--- src/delta_sigma_dac_modulator_defines.svh ---
// ----------------------------------------------------------------------------
// Delta-sigma DAC modulator assertion macros
// Shared property wrappers for the concurrent checks of the modulator.
// ----------------------------------------------------------------------------
`ifndef DELTA_SIGMA_DAC_MODULATOR_DEFINES_SVH
`define DELTA_SIGMA_DAC_MODULATOR_DEFINES_SVH

// Same-cycle implication, disabled while reset is asserted.
`define DSDM_ASSERT_IMPL(name, clk, rst_n, ante, cons) \
    name: assert property (@(posedge clk) disable iff (!(rst_n)) (ante) |-> (cons)) \
        else $error("dsdm same-cycle check failed");

// Next-cycle implication, disabled while reset is asserted.
`define DSDM_ASSERT_NEXT(name, clk, rst_n, ante, cons) \
    name: assert property (@(posedge clk) disable iff (!(rst_n)) (ante) |=> (cons)) \
        else $error("dsdm next-cycle check failed");

`endif

--- src/dsdm_pkg.sv ---
// ----------------------------------------------------------------------------
// Delta-sigma DAC modulator package
// Widths, constants, register indexes and shared types of the modulator.
// ----------------------------------------------------------------------------
`default_nettype none

package dsdm_pkg;

    localparam int SAMPLE_W   = 16;
    localparam int CODE_W     = 16;
    localparam int TAP_W      = 40;
    localparam int MUL_A_W    = 26;
    localparam int MUL_B_W    = 21;
    localparam int PROD_W     = MUL_A_W + MUL_B_W;
    localparam int PACC_W     = 66;
    localparam int SUM_W      = 46;
    localparam int INT_W      = 32;
    localparam int COEF_FRAC  = 22;
    localparam int CHUNK_W    = 20;
    localparam int AMP_FRAC   = 6;
    localparam int MIX_FRAC   = 8;
    localparam int TAP_FRAC   = 8;
    localparam int APB_ADDR_W = 5;
    localparam int APB_DATA_W = 32;

    localparam int AMP_MAX    = 32767;
    localparam int OFFSET_BIN = 32768;

    localparam logic signed [TAP_W-1:0] TAP0_RESET = 40'sd8388608;
    localparam logic [INT_W-1:0]        QUANT_MASK = 32'hffff_ff00;
    localparam logic [CODE_W-1:0]       CODE_MAX   = 16'hffff;

    localparam logic [7:0]  AMP_GAIN_RESET   = 8'd64;
    localparam logic [23:0] MIX_GAIN_RESET   = 24'd65536;
    localparam logic [16:0] MIX_OFFSET_RESET = 17'd0;
    localparam logic [25:0] LPF_K_RESET      = 26'd4194304;
    localparam logic [25:0] LPF_COEF_RESET   = 26'd0;

    typedef enum logic [2:0] {
        REG_AMP_GAIN,
        REG_MIX_GAIN,
        REG_MIX_OFFSET,
        REG_LPF_K,
        REG_LPF_A1,
        REG_LPF_A2,
        REG_LPF_B1,
        REG_LPF_B2
    } t_reg_idx;

    typedef struct packed {
        logic [7:0]  amp_gain;
        logic [23:0] mix_gain;
        logic [16:0] mix_offset;
        logic [25:0] lpf_k;
        logic [25:0] lpf_a1;
        logic [25:0] lpf_a2;
        logic [25:0] lpf_b1;
        logic [25:0] lpf_b2;
    } t_cfg;

    typedef enum logic [3:0] {
        S_IDLE,
        S_AMP_L,
        S_AMP_R,
        S_MONO,
        S_MIX,
        S_XOFS,
        S_SHIFT,
        S_MUL_LO,
        S_MUL_HI,
        S_PACC,
        S_PSUM,
        S_TSAT,
        S_ROUND,
        S_INTEG,
        S_OUT
    } t_state;

    typedef enum logic [2:0] {
        TERM_K,
        TERM_A1,
        TERM_A2,
        TERM_B1,
        TERM_B2
    } t_term;

endpackage

`default_nettype wire

--- src/dsdm_mul.sv ---
// ----------------------------------------------------------------------------
// Delta-sigma modulator shared multiplier
// Signed 26 by 21 bit multiplier with a registered product.
// ----------------------------------------------------------------------------
`default_nettype none

module dsdm_mul (
    input  wire logic                                i_clk,
    input  wire logic signed [dsdm_pkg::MUL_A_W-1:0] i_a,
    input  wire logic signed [dsdm_pkg::MUL_B_W-1:0] i_b,
    output logic signed [dsdm_pkg::PROD_W-1:0]       o_p
);

    logic signed [dsdm_pkg::PROD_W-1:0] r_p;

    always_ff @(posedge i_clk) begin
        r_p <= i_a * i_b;
    end

    assign o_p = r_p;

endmodule

`default_nettype wire

--- src/dsdm_regs.sv ---
// ----------------------------------------------------------------------------
// Delta-sigma modulator configuration registers
// APB register file holding the amplifier, mix and filter settings.
// ----------------------------------------------------------------------------
`default_nettype none

module dsdm_regs (
    input  wire logic                              i_clk,
    input  wire logic                              i_rst_n,
    input  wire logic                              psel,
    input  wire logic                              penable,
    input  wire logic                              pwrite,
    input  wire logic [dsdm_pkg::APB_ADDR_W-1:0]   paddr,
    input  wire logic [dsdm_pkg::APB_DATA_W-1:0]   pwdata,
    output logic [dsdm_pkg::APB_DATA_W-1:0]        prdata,
    output logic                                   pready,
    output dsdm_pkg::t_cfg                         o_cfg
);

    dsdm_pkg::t_cfg     r_cfg;
    dsdm_pkg::t_reg_idx reg_idx;
    logic               wr_en;

    assign reg_idx = dsdm_pkg::t_reg_idx'(paddr[dsdm_pkg::APB_ADDR_W-1:2]);
    assign wr_en   = psel && penable && pwrite;
    assign pready  = 1'b1;

    always_ff @(posedge i_clk) begin
        if (!i_rst_n) begin
            r_cfg.amp_gain   <= dsdm_pkg::AMP_GAIN_RESET;
            r_cfg.mix_gain   <= dsdm_pkg::MIX_GAIN_RESET;
            r_cfg.mix_offset <= dsdm_pkg::MIX_OFFSET_RESET;
            r_cfg.lpf_k      <= dsdm_pkg::LPF_K_RESET;
            r_cfg.lpf_a1     <= dsdm_pkg::LPF_COEF_RESET;
            r_cfg.lpf_a2     <= dsdm_pkg::LPF_COEF_RESET;
            r_cfg.lpf_b1     <= dsdm_pkg::LPF_COEF_RESET;
            r_cfg.lpf_b2     <= dsdm_pkg::LPF_COEF_RESET;
        end else if (wr_en) begin
            case (reg_idx)
                dsdm_pkg::REG_AMP_GAIN:   r_cfg.amp_gain   <= pwdata[7:0];
                dsdm_pkg::REG_MIX_GAIN:   r_cfg.mix_gain   <= pwdata[23:0];
                dsdm_pkg::REG_MIX_OFFSET: r_cfg.mix_offset <= pwdata[16:0];
                dsdm_pkg::REG_LPF_K:      r_cfg.lpf_k      <= pwdata[25:0];
                dsdm_pkg::REG_LPF_A1:     r_cfg.lpf_a1     <= pwdata[25:0];
                dsdm_pkg::REG_LPF_A2:     r_cfg.lpf_a2     <= pwdata[25:0];
                dsdm_pkg::REG_LPF_B1:     r_cfg.lpf_b1     <= pwdata[25:0];
                dsdm_pkg::REG_LPF_B2:     r_cfg.lpf_b2     <= pwdata[25:0];
                default: begin
                end
            endcase
        end
    end

    always_comb begin
        prdata = '0;
        case (reg_idx)
            dsdm_pkg::REG_AMP_GAIN:   prdata = 32'(r_cfg.amp_gain);
            dsdm_pkg::REG_MIX_GAIN:   prdata = 32'(r_cfg.mix_gain);
            dsdm_pkg::REG_MIX_OFFSET: prdata = 32'(r_cfg.mix_offset);
            dsdm_pkg::REG_LPF_K:      prdata = 32'(r_cfg.lpf_k);
            dsdm_pkg::REG_LPF_A1:     prdata = 32'(r_cfg.lpf_a1);
            dsdm_pkg::REG_LPF_A2:     prdata = 32'(r_cfg.lpf_a2);
            dsdm_pkg::REG_LPF_B1:     prdata = 32'(r_cfg.lpf_b1);
            dsdm_pkg::REG_LPF_B2:     prdata = 32'(r_cfg.lpf_b2);
            default:                  prdata = '0;
        endcase
    end

    assign o_cfg = r_cfg;

endmodule

`default_nettype wire

--- src/delta_sigma_dac_modulator.sv ---
// ----------------------------------------------------------------------------
// Delta-sigma DAC modulator
// Stereo to mono front end, biquad low-pass filter and wrapping integrator
// cascade producing OVERSAMPLE DAC codes for every input sample pair.
//
//   Channel   Direction  Handshake                  Payload
//   input     in         i_in_valid / o_in_stall    i_left_sample, i_right_sample
//   output    out        o_out_valid / i_out_stall  o_dac_code, o_last
//   config    in         APB psel / penable         paddr, pwdata, prdata
//
// Every step uses the single shared multiplier, which runs two partial
// products for each of the five filter terms.
// The block takes no new transfer until the last code of the pair is loaded.
// Reset is synchronous and needs no clearing pass.
// A stalled output holds the sequencer only when the next code is ready.
// ----------------------------------------------------------------------------
`default_nettype none

`include "delta_sigma_dac_modulator_defines.svh"

module delta_sigma_dac_modulator #(
    parameter int OVERSAMPLE = 4,
    parameter int ORDER      = 3
) (
    input  wire logic                                   i_clk,
    input  wire logic                                   i_rst_n,
    input  wire logic                                   i_in_valid,
    output logic                                        o_in_stall,
    input  wire logic signed [dsdm_pkg::SAMPLE_W-1:0]   i_left_sample,
    input  wire logic signed [dsdm_pkg::SAMPLE_W-1:0]   i_right_sample,
    output logic                                        o_out_valid,
    input  wire logic                                   i_out_stall,
    output logic [dsdm_pkg::CODE_W-1:0]                 o_dac_code,
    output logic                                        o_last,
    input  wire logic                                   psel,
    input  wire logic                                   penable,
    input  wire logic                                   pwrite,
    input  wire logic [dsdm_pkg::APB_ADDR_W-1:0]        paddr,
    input  wire logic [dsdm_pkg::APB_DATA_W-1:0]        pwdata,
    output logic [dsdm_pkg::APB_DATA_W-1:0]             prdata,
    output logic                                        pready
);

    localparam int STEP_W  = (OVERSAMPLE > 1) ? $clog2(OVERSAMPLE) : 1;
    localparam int STAGE_W = (ORDER > 1) ? $clog2(ORDER) : 1;
    localparam logic [STEP_W-1:0]  LAST_STEP  = STEP_W'(OVERSAMPLE - 1);
    localparam logic [STAGE_W-1:0] LAST_STAGE = STAGE_W'(ORDER - 1);

    localparam int TAP_W   = dsdm_pkg::TAP_W;
    localparam int SUM_W   = dsdm_pkg::SUM_W;
    localparam int PACC_W  = dsdm_pkg::PACC_W;
    localparam int PROD_W  = dsdm_pkg::PROD_W;
    localparam int INT_W   = dsdm_pkg::INT_W;
    localparam int CODE_W  = dsdm_pkg::CODE_W;
    localparam int SMP_W   = dsdm_pkg::SAMPLE_W;
    localparam int CHUNK_W = dsdm_pkg::CHUNK_W;

    function automatic logic [SMP_W-1:0] amp_code(input logic signed [PROD_W-1:0] p);
        logic signed [PROD_W-dsdm_pkg::AMP_FRAC-1:0] v;
        logic signed [PROD_W-dsdm_pkg::AMP_FRAC-1:0] s;
        v = p[PROD_W-1:dsdm_pkg::AMP_FRAC];
        if (v > dsdm_pkg::AMP_MAX) begin
            s = (PROD_W - dsdm_pkg::AMP_FRAC)'(dsdm_pkg::AMP_MAX);
        end else if (v < -dsdm_pkg::AMP_MAX) begin
            s = (PROD_W - dsdm_pkg::AMP_FRAC)'(-dsdm_pkg::AMP_MAX);
        end else begin
            s = v;
        end
        s = s + (PROD_W - dsdm_pkg::AMP_FRAC)'(dsdm_pkg::OFFSET_BIN);
        return s[SMP_W-1:0];
    endfunction

    function automatic logic signed [TAP_W-1:0] sat_tap(input logic signed [SUM_W-1:0] s);
        logic fits;
        fits = (&s[SUM_W-1:TAP_W-1]) || !(|s[SUM_W-1:TAP_W-1]);
        if (fits) begin
            return s[TAP_W-1:0];
        end else if (s[SUM_W-1]) begin
            return {1'b1, {(TAP_W-1){1'b0}}};
        end else begin
            return {1'b0, {(TAP_W-1){1'b1}}};
        end
    endfunction

    function automatic logic [INT_W-1:0] round_int(input logic signed [SUM_W-1:0] y);
        logic signed [SUM_W-1:0]                    t;
        logic [SUM_W-dsdm_pkg::TAP_FRAC-1:0]        w;
        logic                                       fits;
        t = y + SUM_W'(128);
        w = t[SUM_W-1:dsdm_pkg::TAP_FRAC];
        fits = (&w[SUM_W-dsdm_pkg::TAP_FRAC-1:INT_W-1])
            || !(|w[SUM_W-dsdm_pkg::TAP_FRAC-1:INT_W-1]);
        if (fits) begin
            return w[INT_W-1:0];
        end else if (w[SUM_W-dsdm_pkg::TAP_FRAC-1]) begin
            return {1'b1, {(INT_W-1){1'b0}}};
        end else begin
            return {1'b0, {(INT_W-1){1'b1}}};
        end
    endfunction

    dsdm_pkg::t_cfg cfg;

    dsdm_regs u_regs (
        .i_clk   (i_clk),
        .i_rst_n (i_rst_n),
        .psel    (psel),
        .penable (penable),
        .pwrite  (pwrite),
        .paddr   (paddr),
        .pwdata  (pwdata),
        .prdata  (prdata),
        .pready  (pready),
        .o_cfg   (cfg)
    );

    logic signed [dsdm_pkg::MUL_A_W-1:0] mul_a;
    logic signed [dsdm_pkg::MUL_B_W-1:0] mul_b;
    logic signed [PROD_W-1:0]            mul_p;

    dsdm_mul u_mul (
        .i_clk (i_clk),
        .i_a   (mul_a),
        .i_b   (mul_b),
        .o_p   (mul_p)
    );

    dsdm_pkg::t_state r_state, n_state;
    dsdm_pkg::t_term  r_term, n_term;

    logic signed [SMP_W-1:0]  r_left, n_left;
    logic signed [SMP_W-1:0]  r_right, n_right;
    logic [SMP_W-1:0]         r_lcode, n_lcode;
    logic [SMP_W-1:0]         r_mono, n_mono;
    logic signed [TAP_W-1:0]  r_x, n_x;
    logic signed [TAP_W-1:0]  r_tap0, n_tap0;
    logic signed [TAP_W-1:0]  r_tap1, n_tap1;
    logic signed [TAP_W-1:0]  r_tap2, n_tap2;
    logic signed [PACC_W-1:0] r_pacc, n_pacc;
    logic signed [SUM_W-1:0]  r_sum, n_sum;
    logic [INT_W-1:0]         r_v, n_v;
    logic [INT_W-1:0]         r_quant, n_quant;
    logic [INT_W-1:0]         r_integ [ORDER];
    logic [STAGE_W-1:0]       r_stage, n_stage;
    logic [STEP_W-1:0]        r_step, n_step;
    logic                     r_out_valid, n_out_valid;
    logic [CODE_W-1:0]        r_code, n_code;
    logic                     r_last, n_last;

    logic signed [dsdm_pkg::MUL_A_W-1:0]               coef;
    logic signed [TAP_W-1:0]                           tap_op;
    logic signed [PACC_W-dsdm_pkg::COEF_FRAC-1:0]      p_val;
    logic signed [SUM_W-1:0]                           p_ext;
    logic signed [PROD_W-dsdm_pkg::MIX_FRAC-1:0]       mix_q;
    logic signed [24:0]                                ofs_scaled;
    logic signed [TAP_W-1:0]                           tap0_sat;
    logic [INT_W-1:0]                                  integ_sum;
    logic                                              integ_we;
    logic [INT_W-1:0]                                  quant_new;
    logic [CODE_W-1:0]                                 code_clip;
    logic                                              in_take;
    logic                                              out_load;
    logic                                              step_last;

    assign in_take   = i_in_valid && (r_state == dsdm_pkg::S_IDLE);
    assign step_last = (r_step == LAST_STEP);
    assign out_load  = (r_state == dsdm_pkg::S_OUT) && (!r_out_valid || !i_out_stall);

    assign p_val      = r_pacc[PACC_W-1:dsdm_pkg::COEF_FRAC];
    assign p_ext      = SUM_W'(p_val);
    assign mix_q      = mul_p[PROD_W-1:dsdm_pkg::MIX_FRAC];
    assign ofs_scaled = {cfg.mix_offset, 8'b0};
    assign tap0_sat   = sat_tap(r_sum);
    assign integ_sum  = r_integ[r_stage] + r_v - r_quant;
    assign quant_new  = r_v & dsdm_pkg::QUANT_MASK;

    always_comb begin
        if (quant_new[INT_W-1]) begin
            code_clip = '0;
        end else if (|quant_new[INT_W-2:CODE_W]) begin
            code_clip = dsdm_pkg::CODE_MAX;
        end else begin
            code_clip = quant_new[CODE_W-1:0];
        end
    end

    always_comb begin
        case (r_term)
            dsdm_pkg::TERM_K: begin
                coef   = cfg.lpf_k;
                tap_op = r_x;
            end
            dsdm_pkg::TERM_A1: begin
                coef   = cfg.lpf_a1;
                tap_op = r_tap1;
            end
            dsdm_pkg::TERM_A2: begin
                coef   = cfg.lpf_a2;
                tap_op = r_tap2;
            end
            dsdm_pkg::TERM_B1: begin
                coef   = cfg.lpf_b1;
                tap_op = r_tap1;
            end
            dsdm_pkg::TERM_B2: begin
                coef   = cfg.lpf_b2;
                tap_op = r_tap2;
            end
            default: begin
                coef   = '0;
                tap_op = '0;
            end
        endcase
    end

    always_ff @(posedge i_clk) begin
        if (!i_rst_n) begin
            r_state     <= dsdm_pkg::S_IDLE;
            r_term      <= dsdm_pkg::TERM_K;
            r_stage     <= '0;
            r_step      <= '0;
            r_out_valid <= 1'b0;
            r_tap0      <= dsdm_pkg::TAP0_RESET;
            r_tap1      <= '0;
            r_tap2      <= '0;
            r_quant     <= '0;
        end else begin
            r_state     <= n_state;
            r_term      <= n_term;
            r_stage     <= n_stage;
            r_step      <= n_step;
            r_out_valid <= n_out_valid;
            r_tap0      <= n_tap0;
            r_tap1      <= n_tap1;
            r_tap2      <= n_tap2;
            r_quant     <= n_quant;
        end
    end

    always_ff @(posedge i_clk) begin
        if (!i_rst_n) begin
            for (int i = 0; i < ORDER; i++) begin
                r_integ[i] <= '0;
            end
        end else if (integ_we) begin
            r_integ[r_stage] <= integ_sum;
        end
    end

    always_ff @(posedge i_clk) begin
        r_left  <= n_left;
        r_right <= n_right;
        r_lcode <= n_lcode;
        r_mono  <= n_mono;
        r_x     <= n_x;
        r_pacc  <= n_pacc;
        r_sum   <= n_sum;
        r_v     <= n_v;
        r_code  <= n_code;
        r_last  <= n_last;
    end

    always_comb begin
        n_state     = r_state;
        n_term      = r_term;
        n_left      = r_left;
        n_right     = r_right;
        n_lcode     = r_lcode;
        n_mono      = r_mono;
        n_x         = r_x;
        n_tap0      = r_tap0;
        n_tap1      = r_tap1;
        n_tap2      = r_tap2;
        n_pacc      = r_pacc;
        n_sum       = r_sum;
        n_v         = r_v;
        n_quant     = r_quant;
        n_stage     = r_stage;
        n_step      = r_step;
        n_code      = r_code;
        n_last      = r_last;
        n_out_valid = r_out_valid && i_out_stall;
        integ_we    = 1'b0;
        mul_a       = '0;
        mul_b       = '0;

        case (r_state)
            dsdm_pkg::S_IDLE: begin
                if (in_take) begin
                    n_left  = i_left_sample;
                    n_right = i_right_sample;
                    n_state = dsdm_pkg::S_AMP_L;
                end
            end
            dsdm_pkg::S_AMP_L: begin
                mul_a   = dsdm_pkg::MUL_A_W'(r_left);
                mul_b   = {13'b0, cfg.amp_gain};
                n_state = dsdm_pkg::S_AMP_R;
            end
            dsdm_pkg::S_AMP_R: begin
                mul_a   = dsdm_pkg::MUL_A_W'(r_right);
                mul_b   = {13'b0, cfg.amp_gain};
                n_lcode = amp_code(mul_p);
                n_state = dsdm_pkg::S_MONO;
            end
            dsdm_pkg::S_MONO: begin
                n_mono  = SMP_W'(({1'b0, r_lcode} + {1'b0, amp_code(mul_p)}) >> 1);
                n_state = dsdm_pkg::S_MIX;
            end
            dsdm_pkg::S_MIX: begin
                mul_a   = {2'b0, cfg.mix_gain};
                mul_b   = {5'b0, r_mono};
                n_state = dsdm_pkg::S_XOFS;
            end
            dsdm_pkg::S_XOFS: begin
                n_x     = TAP_W'(mix_q) + TAP_W'(ofs_scaled);
                n_state = dsdm_pkg::S_SHIFT;
            end
            dsdm_pkg::S_SHIFT: begin
                n_tap2  = r_tap1;
                n_tap1  = r_tap0;
                n_term  = dsdm_pkg::TERM_K;
                n_state = dsdm_pkg::S_MUL_LO;
            end
            dsdm_pkg::S_MUL_LO: begin
                mul_a   = coef;
                mul_b   = {1'b0, tap_op[CHUNK_W-1:0]};
                n_state = dsdm_pkg::S_MUL_HI;
            end
            dsdm_pkg::S_MUL_HI: begin
                mul_a   = coef;
                mul_b   = {tap_op[TAP_W-1], tap_op[TAP_W-1:CHUNK_W]};
                n_pacc  = PACC_W'(mul_p);
                n_state = dsdm_pkg::S_PACC;
            end
            dsdm_pkg::S_PACC: begin
                n_pacc  = r_pacc + (PACC_W'(mul_p) <<< CHUNK_W);
                n_state = dsdm_pkg::S_PSUM;
            end
            dsdm_pkg::S_PSUM: begin
                case (r_term)
                    dsdm_pkg::TERM_K: begin
                        n_sum   = p_ext;
                        n_term  = dsdm_pkg::TERM_A1;
                        n_state = dsdm_pkg::S_MUL_LO;
                    end
                    dsdm_pkg::TERM_A1: begin
                        n_sum   = r_sum - p_ext;
                        n_term  = dsdm_pkg::TERM_A2;
                        n_state = dsdm_pkg::S_MUL_LO;
                    end
                    dsdm_pkg::TERM_A2: begin
                        n_sum   = r_sum - p_ext;
                        n_state = dsdm_pkg::S_TSAT;
                    end
                    dsdm_pkg::TERM_B1: begin
                        n_sum   = r_sum + p_ext;
                        n_term  = dsdm_pkg::TERM_B2;
                        n_state = dsdm_pkg::S_MUL_LO;
                    end
                    dsdm_pkg::TERM_B2: begin
                        n_sum   = r_sum + p_ext;
                        n_state = dsdm_pkg::S_ROUND;
                    end
                    default: begin
                        n_state = dsdm_pkg::S_IDLE;
                    end
                endcase
            end
            dsdm_pkg::S_TSAT: begin
                n_tap0  = tap0_sat;
                n_sum   = SUM_W'(tap0_sat);
                n_term  = dsdm_pkg::TERM_B1;
                n_state = dsdm_pkg::S_MUL_LO;
            end
            dsdm_pkg::S_ROUND: begin
                n_v     = round_int(r_sum);
                n_stage = '0;
                n_state = dsdm_pkg::S_INTEG;
            end
            dsdm_pkg::S_INTEG: begin
                integ_we = 1'b1;
                n_v      = integ_sum;
                if (r_stage == LAST_STAGE) begin
                    n_state = dsdm_pkg::S_OUT;
                end else begin
                    n_stage = r_stage + 1'b1;
                end
            end
            dsdm_pkg::S_OUT: begin
                if (out_load) begin
                    n_quant     = quant_new;
                    n_code      = code_clip;
                    n_last      = step_last;
                    n_out_valid = 1'b1;
                    if (step_last) begin
                        n_step  = '0;
                        n_state = dsdm_pkg::S_IDLE;
                    end else begin
                        n_step  = r_step + 1'b1;
                        n_state = dsdm_pkg::S_SHIFT;
                    end
                end
            end
            default: begin
                n_state = dsdm_pkg::S_IDLE;
            end
        endcase
    end

    assign o_in_stall  = (r_state != dsdm_pkg::S_IDLE);
    assign o_out_valid = r_out_valid;
    assign o_dac_code  = r_code;
    assign o_last      = r_last;

    `DSDM_ASSERT_NEXT(a_in_busy, i_clk, i_rst_n, i_in_valid && !o_in_stall, o_in_stall)
    `DSDM_ASSERT_IMPL(a_code_grid, i_clk, i_rst_n, o_out_valid, (o_dac_code[7:0] == 8'h00) || (o_dac_code == dsdm_pkg::CODE_MAX))
    `DSDM_ASSERT_NEXT(a_last_idle, i_clk, i_rst_n, out_load && step_last, (r_state == dsdm_pkg::S_IDLE) && (r_step == '0) && o_last)
    `DSDM_ASSERT_IMPL(a_stage_range, i_clk, i_rst_n, r_state == dsdm_pkg::S_INTEG, r_stage <= LAST_STAGE)

endmodule

`default_nettype wire

--- config.mk ---
export PLATFORM = sky130hd
export DESIGN_NAME = delta_sigma_dac_modulator
export DESIGN_NICKNAME = d
export VERILOG_FILES = /design/src/dsdm_pkg.sv /design/src/dsdm_mul.sv /design/src/dsdm_regs.sv /design/src/delta_sigma_dac_modulator.sv
export VERILOG_INCLUDE_DIRS = /design/src /design/src/src
export SDC_FILE = /design/constraint.sdc
export NUM_CORES = 2
export LEC_CHECK = 0
export BUFFER_PORTS_ARGS = -buffer_cell sky130_fd_sc_hd__buf_2
export CELL_PAD_IN_SITES_DETAIL_PLACEMENT = 0
export CELL_PAD_IN_SITES_GLOBAL_PLACEMENT = 1
export CORE_UTILIZATION = 55
export DETAILED_ROUTE_END_ITERATION = 16
export GPL_TIMING_DRIVEN = 0
export PLACE_DENSITY = 0.94
export SKIP_CTS_REPAIR_TIMING = 1
export SYNTH_ARGS = -nofsm -noshare
export SYNTH_HDL_FRONTEND = slang
export SYNTH_HIERARCHICAL = 1
export SYNTH_SLANG_ARGS = --single-unit
--- constraint.sdc ---
create_clock -name i_clk -period 18.38 [get_ports i_clk]
set_input_delay 4.595 -clock i_clk [delete_from_list [all_inputs] [get_ports i_clk]]
set_output_delay 4.595 -clock i_clk [all_outputs]
set_load 0.02 [all_outputs]
==> results.sh <==
export IMPL_status="finished, violations left"
export IMPL_violations="max-capacitance violations, max-slew violations"
export IMPL_ys_top_cells_by_area="fa_1, edfxtp_1, dfxtp_1"
export IMPL_pwr_share_seq_pct=43.5
export IMPL_synth_simple_gate_area_share_pct=15.1
export IMPL_wl_per_cell_um=25.1
export IMPL_tightest_slew_ns=1.54
export IMPL_hold_class="reg -> reg"
export IMPL_crit_slowest_cell="clkbuf_1"
export IMPL_placedCellCount=8549
export IMPL_finalWeightedCongestion=1.04
export IMPL_ys_types=102
export IMPL_yosysSeqAreaShare_pct=29.6
export IMPL_drv_slew=9
export IMPL_async_reset_ff_share_pct=0
export IMPL_yosys_most_used_dff="dfxtp_1"
export IMPL_wl_um=219000
export IMPL_cp_required_ns=18.94
export IMPL_htreeDepth=3
export IMPL_cp_common_cell="fa_1"
export IMPL_path_class="reg -> reg"
export IMPL_p_leak_nw=28.9
export IMPL_root_buffer="clkbuf_16"
export IMPL_rsz0062_at_grt="false"
export IMPL_design_core_area_mm2=0.113
export IMPL_cts_num_sinks=750
export IMPL_critPathMaxStageDelay_ns=0.78
export IMPL_synth_top_family_by_area="adder cells"
export IMPL_vias=53500
export IMPL_grt_max_degree=36
export IMPL_p_sw_share_pct=30.3
export IMPL_fin_nets=8091
export IMPL_powerDensity_mw_per_mm2=63.0
export IMPL_worstPathArrival_ns=12.70
export IMPL_synth_xor_area_share_pct=3.62
export IMPL_dp_slack_ns=6.66
export IMPL_setup_viol=0
export IMPL_grt_use_total_pct=37.5
export IMPL_syn_avg_cell_area_um2=9.10
export IMPL_synth_compound_area_share_pct=16.1
export IMPL_ant_nets=0
export IMPL_synth_most_common_cell="nand2_1"
export IMPL_power_frac_comb_pct=18.8
export IMPL_fin_cells=8700
export IMPL_final_layout_size_suffix_gt1_share_pct=6.57
export IMPL_tritoncts="yes"
export IMPL_die_y_um=341
export IMPL_netlist_area_leader_share_pct=18.5
export IMPL_setup_ws_ns=6.24
export IMPL_crit_path_end_kind="flop"
export IMPL_die_area_mm2=0.116
export IMPL_fmax_mhz=82.4
export IMPL_yosysWarnings=6
export IMPL_grt_pass1_vias=53500
export IMPL_grt_overflow_total=0
export IMPL_post_route_min_period_ns=12.14
export IMPL_drc=0
export IMPL_hpwlAfterDp_um=170000
export IMPL_area_delta_synth_final_pct=8.41
export IMPL_fill_cells=9734
export IMPL_clockBufferDepth=3
export IMPL_power_mw=4.30
export IMPL_grt_pass1_wl_um=326000
export IMPL_die_w_um=341
export IMPL_synth_edf_count=366
export IMPL_synth_seq_cells=750
export IMPL_drt_iter0_markers=5717
export IMPL_portBuffers=101
export IMPL_yosys_area_top_type="fa_1"
export IMPL_synth_top_cells_by_count="nand2_1, inv_1, fa_1, dfxtp_1, edfxtp_1"
export IMPL_tns_ns=0
export IMPL_hold_violations=0
export IMPL_io_pins=128
export IMPL_drt_first_pass_iters=7
export IMPL_start_util_pct=55.7
export IMPL_grt_antenna_before_repair=14
export IMPL_clk_pin_slew_worst_paths_ns=0.07
export IMPL_start_kind="flop"
export IMPL_clk_insertion_delay_late_ns=0.66
export IMPL_crit_fanout=10
export IMPL_synthCells=6924
export IMPL_cts_made_buffers=78
export IMPL_clkPwrFrac_pct=37.7
export IMPL_peakVddDrop_v=0.0000557
export IMPL_syn_area_mm2=0.0630
export IMPL_fin_crit_sh_pct=66.1
export IMPL_switchingPower_mw=1.30
export IMPL_startpoint="r_term[0]"
export IMPL_p_int_mw=3.00
export IMPL_placementRows=123
export IMPL_slew_limit_headroom_pct=-3.00
export IMPL_synthMuxAreaShare_pct=3.20
export IMPL_fin_util_pct=60.4
export IMPL_via_per_inst=6.15
export IMPL_reg2reg_from="r_term[0]"
export IMPL_synthAdderAreaFrac_pct=24.5
export IMPL_fin_worst_skew_ns=0.0298
export IMPL_cap_viol_max_count=1
export IMPL_min_delay_start="r_tap0[11]"
layer usage:
metal	vias up	track usage, %	routed length (um)
met5	-	0	79
met4	12	23.9	15900
met3	808	9.16	24300
met2	3007	58.9	97900
met1	26200	46.3	80400
li1	23500	-	-
cells by family after synthesis:
| group | after synthesis |
|---|---|
| AND/OR/NAND/NOR | 2105 |
| AO/OA/AOI/OAI | 1507 |
| buffers and inverters | 1266 |
| adder cells (fa/ha/maj) | 886 |
| flip-flops | 750 |
| XOR/XNOR | 260 |
| multiplexers | 148 |
| other | 2 |
cell usage in the layout (no fill, tap or decap), types with 36 or more instances in the layout:
cell type and count:
mux4_2 38, nand4_1 41, clkbuf_1 328, nand3_1 62
a21boi_0 266, clkbuf_16 81, nor2b_1 49, nand2b_1 42
inv_1 860, mux2i_1 63, fa_1 581, xor2_1 106
ha_1 305, xnor2_1 153, o22ai_1 53, a21oi_1 276
buf_2 144, nor3_1 40, nand2_1 1128, a22oi_1 103
edfxtp_1 366, a22o_1 36, o21ai_0 266, dfxtp_1 384
a21o_1 114, and2_1 245, mux2_2 47, nor2_1 352
path summary, 6_finish.rpt:
kind | end | slack (ns) | cells after the start
max reg2reg | u_mul/o_p[41] | 6.24 | 33
min | r_tap1[11] | 0.46 | 2
max | u_mul/o_p[41] | 6.24 | 33
min reg2reg | r_tap1[11] | 0.46 | 2
state kept, by name, summed over array words and instances (netlist names), 3 cells and up, named ones only:
| signal | cells |
|---|---|
| r_v | 32 |
| r_state | 4 |
| r_right | 16 |
| r_tap2 | 40 |
| o_dac_code | 9 |
| u_regs/o_cfg | 179 |
| r_term | 3 |
| r_tap0 | 40 |
| r_quant | 24 |
| r_mono | 16 |
| r_tap1 | 40 |
| r_x | 40 |
| u_mul/o_p | 47 |
| r_lcode | 16 |
| r_left | 16 |
| r_pacc | 46 |
| r_sum | 46 |
| r_integ | 128 |
layout make-up:
class                           instances  area (um2)  share of cell area [%]
Sequential cell                       750       18700                    27.3
Buffer                                403        1670                    2.45
Inverter                              863        3240                    4.74
Timing Repair Buffer                  120         746                    1.09
Multi-Input combinational cell       4913       39500                    57.8
Tap cell                             1500        1880                    2.75
Clock inverter                         42         399                   0.584
Antenna cell                            5        12.5                  0.0183
Clock buffer                          104        2190                    3.20
through the flow:
step                hold slack [ns]  area (um2)
finish                        0.457       68300
detailed placement            0.457       65700
CTS                           0.466       68300
global route                  0.483       68300
global placement              0.450       65400
floorplan                     0.438       63100
power groups by stage:
stage | Sequential [mW] | Clock (mW) | Combinational, mW
2_1_floorplan | 1.87 | 0 | 0.536
3_3_place_gp | 1.91 | 0 | 0.756
3_5_place_dp | 1.91 | 0 | 0.780
4_1_cts | 1.87 | 1.63 | 0.785
5_1_grt | 1.87 | 1.69 | 0.874
6_report | 1.87 | 1.62 | 0.809
worst max-delay path: cells and delay by family, from the launching register on:
kind / cells / cell delay (ns)
AO/OA/AOI/OAI: 9 / 2.85
AND/OR/NAND/NOR: 4 / 0.74
buffers and inverters: 12 / 4.17
adder cells (fa/ha/maj): 8 / 3.94
flip-flops: 1 / 0.31
No activity file was read; power rests on OpenSTA's default activity.
